<file path="src/hdl/binary_majority_filter_3x3_assert.svh">
// assertion macros shared by the binary majority filter modules
// no dependencies; expects a clock named clk and a reset named rst in scope
`ifndef BINARY_MAJORITY_FILTER_3X3_ASSERT_SVH
`define BINARY_MAJORITY_FILTER_3X3_ASSERT_SVH

`ifndef SYNTHESIS

`define BMF_ASSERT_IMP(label, ante, cons, msg) \
  label: assert property (@(posedge clk) disable iff (rst) (ante) |-> (cons)) \
    else $error(msg);

`define BMF_ASSERT_NXT(label, ante, cons, msg) \
  label: assert property (@(posedge clk) disable iff (rst) (ante) |=> (cons)) \
    else $error(msg);

`else

`define BMF_ASSERT_IMP(label, ante, cons, msg)

`define BMF_ASSERT_NXT(label, ante, cons, msg)

`endif

`endif

</file>
<file path="src/hdl/bmf_pkg.sv">
// shared types, constants and helpers for the binary majority filter
// no dependencies
package bmf_pkg;

  localparam int MAX_WIDTH   = 1024;
  localparam int ADDR_W      = $clog2(MAX_WIDTH);
  localparam int WEFF_W      = ADDR_W + 1;
  localparam int ROW_WIDTH_W = 11;
  localparam int ROW_COUNT_W = 13;
  localparam int ROW_W       = 13;
  localparam int HPLUS_W     = ROW_COUNT_W + 1;
  localparam int THRESH_W    = 4;
  localparam int WIN_W       = 9;
  localparam int CFG_ADDR_W  = 2;
  localparam int CFG_DATA_W  = 13;

  localparam logic [CFG_ADDR_W-1:0] REG_ROW_WIDTH      = 2'd0;
  localparam logic [CFG_ADDR_W-1:0] REG_ROW_COUNT      = 2'd1;
  localparam logic [CFG_ADDR_W-1:0] REG_FULL_THRESHOLD = 2'd2;

  localparam logic [ROW_WIDTH_W-1:0] ROW_WIDTH_RST      = 11'd64;
  localparam logic [ROW_COUNT_W-1:0] ROW_COUNT_RST      = 13'd64;
  localparam logic [THRESH_W-1:0]    FULL_THRESHOLD_RST = 4'd5;

  typedef struct packed {
    logic cell_req;
    logic drain;
  } src_item_t;

  typedef struct packed {
    logic cell_out;
    logic last_of_frame;
  } res_item_t;

  // one entry of the line ram: the cell two rows up and one row up
  typedef struct packed {
    logic upper;
    logic middle;
  } row_pair_t;

  // per-item control decided from the raster position at acceptance
  typedef struct packed {
    logic [ADDR_W-1:0] addr;
    logic              cur_cell;
    logic              use_upper;
    logic              use_middle;
    logic              col_first;
    logic              emit;
    logic              last;
    logic              frame_end;
  } tap_ctl_t;

  function automatic logic [THRESH_W-1:0] count_full(input logic [WIN_W-1:0] w);
    logic [THRESH_W-1:0] n;
    n = '0;
    for (int i = 0; i < WIN_W; i++) begin
      n = n + THRESH_W'(w[i]);
    end
    return n;
  endfunction

endpackage

</file>
<file path="src/hdl/bmf_row_ram.sv">
// line buffer ram holding the two previous rows, one 2-bit entry per column
// depends on bmf_pkg
module bmf_row_ram (
  input  logic                       clk,
  input  logic                       rd_en,
  input  logic [bmf_pkg::ADDR_W-1:0] rd_addr,
  output bmf_pkg::row_pair_t         rd_data,
  input  logic                       wr_en,
  input  logic [bmf_pkg::ADDR_W-1:0] wr_addr,
  input  bmf_pkg::row_pair_t         wr_data
);

  bmf_pkg::row_pair_t mem [bmf_pkg::MAX_WIDTH];

  always_ff @(posedge clk) begin
    if (wr_en) begin
      mem[wr_addr] <= wr_data;
    end
  end

  // read returns the old contents on a same-address write
  always_ff @(posedge clk) begin
    if (rd_en) begin
      rd_data <= mem[rd_addr];
    end
  end

endmodule

</file>
<file path="src/hdl/bmf_ctrl.sv">
// configuration registers and raster position tracking for the majority filter
// depends on bmf_pkg and the assertion macro header
`include "binary_majority_filter_3x3_assert.svh"

module bmf_ctrl (
  input  logic                           clk,
  input  logic                           rst,
  input  logic                           src_valid,
  input  bmf_pkg::src_item_t             src_item,
  input  logic                           accept_ok,
  output logic                           take,
  output bmf_pkg::tap_ctl_t              tap,
  output logic [bmf_pkg::THRESH_W-1:0]   threshold,
  input  logic                           cfg_we,
  input  logic [bmf_pkg::CFG_ADDR_W-1:0] cfg_addr,
  input  logic [bmf_pkg::CFG_DATA_W-1:0] cfg_wdata
);

  logic [bmf_pkg::ROW_WIDTH_W-1:0] row_width;
  logic [bmf_pkg::ROW_COUNT_W-1:0] row_count;
  logic [bmf_pkg::THRESH_W-1:0]    full_threshold;
  logic [bmf_pkg::ADDR_W-1:0]      col;
  logic [bmf_pkg::ROW_W-1:0]       row;
  logic [bmf_pkg::ADDR_W-1:0]      col_next;
  logic [bmf_pkg::ROW_W-1:0]       row_next;

  logic [bmf_pkg::WEFF_W-1:0]      w_eff;
  logic [bmf_pkg::ROW_COUNT_W-1:0] h_eff;
  logic [bmf_pkg::HPLUS_W-1:0]     h_plus1;
  logic [bmf_pkg::HPLUS_W-1:0]     row_x;
  logic [bmf_pkg::ADDR_W-1:0]      col_cur;
  logic [bmf_pkg::WEFF_W-1:0]      col_inc;
  logic                            row_ge2;

  always_comb begin
    if (row_width == '0) begin
      w_eff = bmf_pkg::WEFF_W'(1);
    end else if (int'(row_width) > bmf_pkg::MAX_WIDTH) begin
      w_eff = bmf_pkg::WEFF_W'(bmf_pkg::MAX_WIDTH);
    end else begin
      w_eff = bmf_pkg::WEFF_W'(row_width);
    end
    h_eff   = (row_count == '0) ? bmf_pkg::ROW_COUNT_W'(1) : row_count;
    h_plus1 = {1'b0, h_eff} + bmf_pkg::HPLUS_W'(1);
    row_x   = {1'b0, row};
    col_cur = ({1'b0, col} >= w_eff) ? '0 : col;
    row_ge2 = (row >= bmf_pkg::ROW_W'(2));

    tap            = '0;
    tap.addr       = col_cur;
    tap.cur_cell   = src_item.cell_req & ~src_item.drain & (row < h_eff);
    tap.use_upper  = row_ge2;
    tap.use_middle = (row != '0);
    tap.col_first  = (col_cur == '0);

    // first column closes the window of the last cell two rows up
    if (tap.col_first) begin
      if (row_ge2) begin
        priority if (row_x == h_plus1) begin
          tap.emit      = 1'b1;
          tap.last      = 1'b1;
          tap.frame_end = 1'b1;
        end else if (row_x > h_plus1) begin
          tap.frame_end = 1'b1;
        end else begin
          tap.emit      = 1'b1;
        end
      end
    end else begin
      tap.emit = (row != '0) && (row_x < h_plus1);
    end

    col_inc = {1'b0, col_cur} + bmf_pkg::WEFF_W'(1);
    if (tap.frame_end) begin
      col_next = '0;
      row_next = '0;
    end else if (col_inc >= w_eff) begin
      col_next = '0;
      row_next = row + bmf_pkg::ROW_W'(1);
    end else begin
      col_next = col_inc[bmf_pkg::ADDR_W-1:0];
      row_next = row;
    end
  end

  assign take      = src_valid && accept_ok;
  assign threshold = full_threshold;

  always_ff @(posedge clk) begin
    if (rst) begin
      row_width      <= bmf_pkg::ROW_WIDTH_RST;
      row_count      <= bmf_pkg::ROW_COUNT_RST;
      full_threshold <= bmf_pkg::FULL_THRESHOLD_RST;
      col            <= '0;
      row            <= '0;
    end else if (cfg_we) begin
      unique case (cfg_addr)
        bmf_pkg::REG_ROW_WIDTH: begin
          row_width <= cfg_wdata[bmf_pkg::ROW_WIDTH_W-1:0];
        end
        bmf_pkg::REG_ROW_COUNT: begin
          row_count <= cfg_wdata[bmf_pkg::ROW_COUNT_W-1:0];
        end
        bmf_pkg::REG_FULL_THRESHOLD: begin
          full_threshold <= cfg_wdata[bmf_pkg::THRESH_W-1:0];
        end
        default: begin
        end
      endcase
      // any write restarts the frame
      col <= '0;
      row <= '0;
    end else if (take) begin
      col <= col_next;
      row <= row_next;
    end
  end

  `BMF_ASSERT_IMP(a_col_in_row, 1'b1, {1'b0, col} < w_eff, "column beyond row width")
  `BMF_ASSERT_IMP(a_row_bound, 1'b1, row_x <= h_plus1, "row counter ran past the flush row")

endmodule

</file>
<file path="src/hdl/bmf_window.sv">
// ram read stage, 3x3 window shift register, majority decision and result register
// depends on bmf_pkg and the assertion macro header
`include "binary_majority_filter_3x3_assert.svh"

module bmf_window (
  input  logic                         clk,
  input  logic                         rst,
  input  logic                         restart,
  input  logic                         take,
  input  bmf_pkg::tap_ctl_t            tap_in,
  input  logic [bmf_pkg::THRESH_W-1:0] threshold,
  output logic                         accept_ok,
  input  bmf_pkg::row_pair_t           ram_rd_data,
  output logic                         ram_wr_en,
  output logic [bmf_pkg::ADDR_W-1:0]   ram_wr_addr,
  output bmf_pkg::row_pair_t           ram_wr_data,
  output logic                         res_valid,
  input  logic                         res_ready,
  output bmf_pkg::res_item_t           res_item
);

  logic                       s1_valid;
  bmf_pkg::tap_ctl_t          s1;
  logic                       fwd_valid;
  bmf_pkg::row_pair_t         fwd_data;
  logic [bmf_pkg::WIN_W-1:0]  window;
  logic [bmf_pkg::WIN_W-1:0]  window_next;
  logic [bmf_pkg::WIN_W-1:0]  centre;
  bmf_pkg::row_pair_t         stored;
  logic [2:0]                 col_bits;
  logic                       out_free;
  logic                       s1_fire;
  logic                       full_bit;

  always_comb begin
    // a one-column row rewrites the entry the next item reads
    stored   = fwd_valid ? fwd_data : ram_rd_data;
    col_bits = {s1.cur_cell, s1.use_middle & stored.middle, s1.use_upper & stored.upper};
    if (s1.col_first) begin
      centre      = {3'b000, window[bmf_pkg::WIN_W-1:3]};
      window_next = {col_bits, 6'b000000};
    end else begin
      window_next = {col_bits, window[bmf_pkg::WIN_W-1:3]};
      centre      = window_next;
    end
    if (s1.frame_end) begin
      window_next = '0;
    end
    full_bit = (bmf_pkg::count_full(centre) >= threshold);
  end

  assign out_free    = !res_valid || res_ready;
  assign s1_fire     = s1_valid && (!s1.emit || out_free);
  assign accept_ok   = !s1_valid || s1_fire;
  assign ram_wr_en   = s1_fire;
  assign ram_wr_addr = s1.addr;
  assign ram_wr_data = '{upper: stored.middle, middle: s1.cur_cell};

  always_ff @(posedge clk) begin
    if (rst) begin
      s1_valid  <= 1'b0;
      fwd_valid <= 1'b0;
      window    <= '0;
      res_valid <= 1'b0;
    end else begin
      if (take) begin
        s1_valid  <= 1'b1;
        fwd_valid <= s1_fire && (s1.addr == tap_in.addr);
      end else if (s1_fire) begin
        s1_valid  <= 1'b0;
      end
      if (restart) begin
        window <= '0;
      end else if (s1_fire) begin
        window <= window_next;
      end
      if (s1_fire && s1.emit) begin
        res_valid <= 1'b1;
      end else if (res_ready) begin
        res_valid <= 1'b0;
      end
    end
  end

  always_ff @(posedge clk) begin
    if (take) begin
      s1       <= tap_in;
      fwd_data <= ram_wr_data;
    end
    if (s1_fire && s1.emit) begin
      res_item <= '{cell_out: full_bit, last_of_frame: s1.last};
    end
  end

  `BMF_ASSERT_NXT(a_restart_clears, restart, window == '0, "window not cleared on restart")
  `BMF_ASSERT_NXT(a_stage_holds, s1_valid && !s1_fire, s1_valid && $stable(s1),
                  "stalled item lost from read stage")
  `BMF_ASSERT_NXT(a_frame_end_clears, s1_fire && s1.frame_end && !take, window == '0,
                  "window not cleared at frame end")

endmodule

</file>
<file path="src/hdl/binary_majority_filter_3x3.sv">
// One smoothing pass of a binary cellular automaton over a raster-order grid: each output
// cell is full when the number of full cells in its 3x3 neighborhood (itself included,
// outside-grid positions empty) reaches full_threshold. The block takes one item per clock
// whenever the result register is free; the limit is the single read-modify-write of the
// line ram per item, with forwarding covering one-column rows. The result for cell q
// is computed when item q + row_width + 1 leaves the read stage and is then held in the
// result register, so feed row_width + 1 drain items after the last cell to flush a frame.
// The line ram needs no clearing pass.
// Depends on bmf_pkg, bmf_ctrl, bmf_row_ram and bmf_window.
module binary_majority_filter_3x3 (
  input  logic                           clk,
  input  logic                           rst,
  input  logic                           src_valid,
  output logic                           src_ready,
  input  bmf_pkg::src_item_t             src_item,
  output logic                           res_valid,
  input  logic                           res_ready,
  output bmf_pkg::res_item_t             res_item,
  input  logic                           cfg_we,
  input  logic [bmf_pkg::CFG_ADDR_W-1:0] cfg_addr,
  input  logic [bmf_pkg::CFG_DATA_W-1:0] cfg_wdata
);

  logic                         accept_ok;
  logic                         take;
  bmf_pkg::tap_ctl_t            tap;
  logic [bmf_pkg::THRESH_W-1:0] threshold;
  bmf_pkg::row_pair_t           ram_rd_data;
  logic                         ram_wr_en;
  logic [bmf_pkg::ADDR_W-1:0]   ram_wr_addr;
  bmf_pkg::row_pair_t           ram_wr_data;

  assign src_ready = accept_ok;

  bmf_ctrl u_ctrl (
    .clk       (clk),
    .rst       (rst),
    .src_valid (src_valid),
    .src_item  (src_item),
    .accept_ok (accept_ok),
    .take      (take),
    .tap       (tap),
    .threshold (threshold),
    .cfg_we    (cfg_we),
    .cfg_addr  (cfg_addr),
    .cfg_wdata (cfg_wdata)
  );

  bmf_row_ram u_ram (
    .clk     (clk),
    .rd_en   (take),
    .rd_addr (tap.addr),
    .rd_data (ram_rd_data),
    .wr_en   (ram_wr_en),
    .wr_addr (ram_wr_addr),
    .wr_data (ram_wr_data)
  );

  bmf_window u_window (
    .clk         (clk),
    .rst         (rst),
    .restart     (cfg_we),
    .take        (take),
    .tap_in      (tap),
    .threshold   (threshold),
    .accept_ok   (accept_ok),
    .ram_rd_data (ram_rd_data),
    .ram_wr_en   (ram_wr_en),
    .ram_wr_addr (ram_wr_addr),
    .ram_wr_data (ram_wr_data),
    .res_valid   (res_valid),
    .res_ready   (res_ready),
    .res_item    (res_item)
  );

endmodule
</file>
<file path="config.mk">
export PLATFORM = sky130hd
export DESIGN_NAME = binary_majority_filter_3x3
export DESIGN_NICKNAME = d
export VERILOG_FILES = /design/src/hdl/bmf_pkg.sv /design/src/hdl/bmf_row_ram.sv /design/src/hdl/bmf_ctrl.sv /design/src/hdl/bmf_window.sv /design/src/hdl/binary_majority_filter_3x3.sv
export VERILOG_INCLUDE_DIRS = /design/src /design/src/hdl
export SDC_FILE = /design/constraint.sdc
export NUM_CORES = 2
export LEC_CHECK = 0
export BUFFER_PORTS_ARGS = -buffer_cell sky130_fd_sc_hd__buf_4
export CORE_MARGIN = 5
export CORE_UTILIZATION = 50
export CTS_CLUSTER_SIZE = 12
export DETAILED_ROUTE_END_ITERATION = 12
export GPL_ROUTABILITY_DRIVEN = 0
export PLACE_DENSITY = 0.65
export SYNTH_ARGS = -nofsm -noshare
export SYNTH_HDL_FRONTEND = slang
export SYNTH_HIERARCHICAL = 1
export SYNTH_SLANG_ARGS = --single-unit
</file>
<file path="constraint.sdc">
create_clock -name clk -period 8.8 [get_ports clk]
set_clock_uncertainty 0.15 [all_clocks]
set_input_delay 0.44 -clock clk [delete_from_list [all_inputs] [get_ports clk]]
set_output_delay 0.44 -clock clk [all_outputs]
set_load 0.03 [all_outputs]
</file>
* Yosys cells after proc, flatten, opt, wreduce, memory -nomap -nowiden
Memories as Yosys holds them, arrays and structs flattened. A register that Yosys moved wholly into a read port is not among the register bits.
Index checks and enable logic that the tools add are counted.
** Operators by class
- Reductions and logical operators :: 25
- Equality and inequality tests :: 4
- Multiplexer cells :: 26
- Bitwise logic cells :: 5
- Order comparisons :: 8
- Add/sub/neg operators :: 11
** Operator list (count)
- 13-bit 2-to-1 mux :: 3
- 10-bit 2-to-1 mux :: 3
- 4-bit by 1-bit adder with 4-bit output :: 7
- 11-bit 2-to-1 mux :: 2
- 9-bit 2-to-1 mux :: 2
- 13-bit by 1-bit adder with 14-bit output, second input constant :: 1
- 13-bit by 14-bit == test with 1-bit output :: 1
- 13-bit by 14-bit > comparator with 1-bit output :: 1
- 13-bit by 14-bit < comparator with 1-bit output :: 1
- 13-bit by 1-bit adder with 13-bit output, second input constant :: 1
- 13-bit by 2-bit >= comparator with 1-bit output, second input constant :: 1
- 13-bit logical NOT :: 1
- 13-bit < comparator :: 1
- 1-bit 2-to-1 mux :: 13
- 13-bit nonzero test :: 1
- 10-bit by 1-bit adder with 11-bit output, second input constant :: 1
- 10-bit by 11-bit >= comparator with 1-bit output :: 1
- 11-bit >= comparator :: 1
- 11-bit > comparator, second input constant :: 1
- 11-bit logical NOT :: 1
- 10-bit == test :: 1
- 10-bit logical NOT :: 1
- 2-bit AND reduction :: 5
- 6-bit 2-to-1 mux :: 1
- 14 further kinds :: 27
** Storage, ports and cells
- Output and inout bits :: 4
- Logic and storage cells :: 101
- Input port bits :: 22
- Memories kept :: 1
- Register bits :: 84
- Bits in writable memories :: 2048
** Memory list
- u_ram.mem :: depth 1024, bits a word 2, rd ports 1, clocked after memory_dff 1, wr ports 1, RTL line bmf_row_ram.sv:13 : bmf_pkg::row_pair_t mem [bmf_pkg::MAX_WIDTH];

* Depth between registers and ports, before layout
- Depth after elaboration :: 12
- Gate-level depth with buffers :: 26

* Modules after synthesis
The synthesis kept the hierarchy.
** By module, submodules not included
- bmf_row_ram :: times used 1, cells an instance 4793, sequential area each 61559.0 µm², area an instance 83777.8 µm²
- bmf_ctrl :: times used 1, cells an instance 478, sequential area each 1021.0 µm², area an instance 3819.9 µm²
- bmf_window :: times used 1, cells an instance 129, sequential area each 810.8 µm², area an instance 1501.4 µm²

* Least setup slack after synthesis
No wires, ideal clock.
- Kind :: register -> register
- Start point :: register u_window.fwd_valid
- End point :: register, netlist name u_window/res_item[1]
- Arrival time :: 7.004 ns
- Stages on the path, launching flop included :: 14
- Buffers on the path :: 0
- Required time :: 8.396 ns
- Setup slack :: 1.392 ns
- Cells stage by stage :: dfxtp_1 mux2_4 nand2_1 or2_2 fa_1 inv_1 fa_1 inv_1 fa_1 inv_1 ha_1 a21o_1 a21o_1 a21o_1
** RTL lines
- from (decl) :: RTL line bmf_window.sv:24 : logic fwd_valid;
- from (signal assigned) :: RTL line bmf_window.sv:68 : fwd_valid <= s1_fire && (s1.addr == tap_in.addr);

==> reports/results.tsv <==
metric	value	unit
grt_antenna_before_repair	9	
outcome	completed	
crit_slowest_cell	nor4_1	
die_w	432	um
leakage	0.0290	uW
tightestPinTransition	1.34	ns
syn_inst	5400	
clk_latency	0.85	ns
syn_area	89100	um2
ys_warn_count	6	
clock.fmax	137	MHz
max_slew_margin	10.4	%
powerDensity	207	nW/um2
grt_first_pass_wirelength	348	mm
syn2layout_area_growth	10.2	%
yosysUniqueCellTypes	85	
track_usage	25.8	%
clock_sinks	2131	
grt_pass1_vias	50100	
dr.first_iter.drc_count	6994	
post-route-period-util	82.8	%
slew_viol_final	0	
initial_core_util	50.1	%
worstPathArrival	7.84	ns
rsz0062_at_grt	false	
std_cell_rows	155	
wl_met2	116	mm
period_needed	7.29	ns
setup_viol	0	
synth_flop_cell	edfxtp_1	
total_power	20300	uW
worstHoldStart	cfg_addr[0]	
hp-class	input port to register	
synth_top_area_share	69.8	%
cp-start-kind	register	
wirelength	241	mm
syn-num-nets	5486	
drc	0	
worstPathRequired	9.35	ns
overflow	0	
ir_drop	0.209	mV
async_flop_share	0	%
cp_slowest_stage_delay	1.03	ns
reg2reg_setup_slack	1.51	ns
yosysMostFrequentCell	edfxtp_1	
seq_area_frac_synth	71.1	%
cts_made_buffers	213	
dr_wl_met3	23.7	mm
critical_path.startpoint	u_ctrl/row_width[6]	
crit_path_max_fanout	74	
cts_buffer_depth	3	
port_buffers	25	
critical_path_class	register to register	
finalSetupTns	0	ns
ctsRootBufferMaster	clkbuf_16	
synth_area_leaders	edfxtp_1 70%, mux4_2 11%, nor2_1 4.6%, mux2i_1 2.5%, dfxtp_1 1.3%	
rr_startpoint	u_ctrl/row_width[6]	
core	178000	um2
synth_edf_count	2071	
pre_cts_ws	1.64	ns
cts_tree	yes	
vias_per_cell	6.39	
maxCapViolCount	0	
synth_area_per_cell	16.5	um2
vias	50200	
synth_top_cell_by_area	edfxtp_1	
die_height	432	um
fillCellCount	13700	
dr.pass1.iters	6	
clkSlewWorstSetupHoldPaths	0.06	ns
final_layout_size_suffix_gt1_share	17.3	%
synth_common_cells	2,071 x edfxtp_1, 1,101 x nor2_1, 449 x mux4_2	
crit_chain	nor4_1 -> a31oi_1 -> nor2_1 -> ha_1 -> nor2b_1 -> o21ai_0 -> a21oi_1 -> a21boi_2 -> nand2b_1 -> inv_8 -> nand2b_4 -> buf_4 -> o221ai_1 -> o22ai_1 -> nor3_1 -> o221ai_1 -> nor4_1 -> o22ai_1 -> nand4_1	
dieArea	187000	um2
ys_ff_latch	2131	
top_layer	met4	
ioPinCount	26	
wl_per_cell	30.7	um
critPathCaptureType	register	
setup_ws	1.51	ns
grt_max_degree	242	
wl_met1	92.3	mm
final_nets	5457	
dpl.hpwl	134	mm
fin_util	55.2	%
hold_viol	0	
htreeDepth	4	
antenna_left	0	
## logic make-up (layout without fill, tap and decap cells)
| kind of cell | count (synthesis) | count (layout) | synth area share (%) |
|---|---|---|---|
| flops | 2131 | 2131 | 71.1 |
| simple gates | 1557 | 1557 | 7.35 |
| mux | 685 | 685 | 14.0 |
| buf+inv | 479 | 582 | 2.72 |
| compound gates | 454 | 454 | 3.53 |
| fa+ha+maj | 64 | 64 | 0.941 |
| xor+xnor | 30 | 30 | 0.295 |
| other cells | 0 | 5 | 0 |
## cell type report
class	count	area [um2]	area share, %
Sequential cell	2131	63400	64.6
Multi-Input combinational cell	2790	23700	24.2
Clock buffer	278	5740	5.85
Tap cell	2355	2950	3.00
Timing Repair Buffer	184	1610	1.64
Clock inverter	69	558	0.568
Inverter	51	205	0.209
Antenna cell	5	12.5	0.0127
## repair_timing
item                      in CTS  in global routing
hold buffers                  28                  0
hold endpoints to repair      42                  0
setup buffers                  0                  0
resized for setup              0                  0
## flip-flops by register name (all words and copies together), names as in the netlist
register / count
u_window/ram_wr_data: 1
u_window/fwd_data: 2
u_ctrl/row_count: 13
u_ctrl/col: 10
u_window/ram_wr_addr: 10
u_ram/mem: 2048
u_window/s1: 6
u_window/res_item: 2
u_ram/rd_data: 2
u_ctrl/row_width: 11
u_window/s1_valid: 1
u_window/fwd_valid: 1
u_ctrl/row: 13
u_window/window: 6
u_window/res_valid: 1
u_ctrl/threshold: 4
## per-layer routing
layer | GRT usage [%] | up-vias
met2 | 41.7 | 2714
met4 | 8.99 | 0
met3 | 5.08 | 474
li1 | - | 20900
met1 | 35.5 | 26100
met5 | 0 | -
## per-stage QoR
step | area, um2 | hold slack, ns | instances
final | 98200 | 0.0864 | 7863
after global routing | 98200 | 0.0728 | 7859
after CTS | 98200 | 0.0102 | 7858
after detailed placement | 91600 | 0.264 | 7483
after global placement | 91600 | 0.255 | 7483
after floorplan | 89100 | 0.250 | 5400
## worst max-delay path: cells and delay by family (launching register included)
family / cells / cell delay (ns)
flops: 1 / 0.32
simple gates: 8 / 3.35
fa+ha+maj: 1 / 0.16
compound gates: 8 / 2.33
buf+inv: 2 / 0.74
## cell usage in the layout (no fill, tap or decap), drive strengths merged, types with 29 or more instances in the layout
cell	netlist	layout
clkbuf	254	278
dfxtp	60	60
nor2	1101	1101
o22ai	45	45
a22oi	45	45
nand2	166	166
nor2b	29	29
buf	174	156
o221ai	85	85
mux4	449	449
edfxtp	2071	2071
ha	59	59
nor3	47	47
a21oi	116	116
mux2i	224	224
nand3	70	70
o21ai	52	52
clkinv	1	58
inv	50	54
## final timing paths
path	to	cells after the start
worst max-delay path	u_ram/rd_data[0]	19
worst min-delay path	u_ctrl/threshold[0]	3
worst min register to register	u_window/res_item[0]	0
worst max register to register	u_ram/rd_data[0]	19
## where the power goes
group / switching (uW) / leakage (uW) / internal (uW)
Clock: 3670 / 0.00306 / 4730
Combinational: 464 / 0.00687 / 269
Sequential: 15.1 / 0.0191 / 11200
No activity file was read; power rests on OpenSTA's default activity.
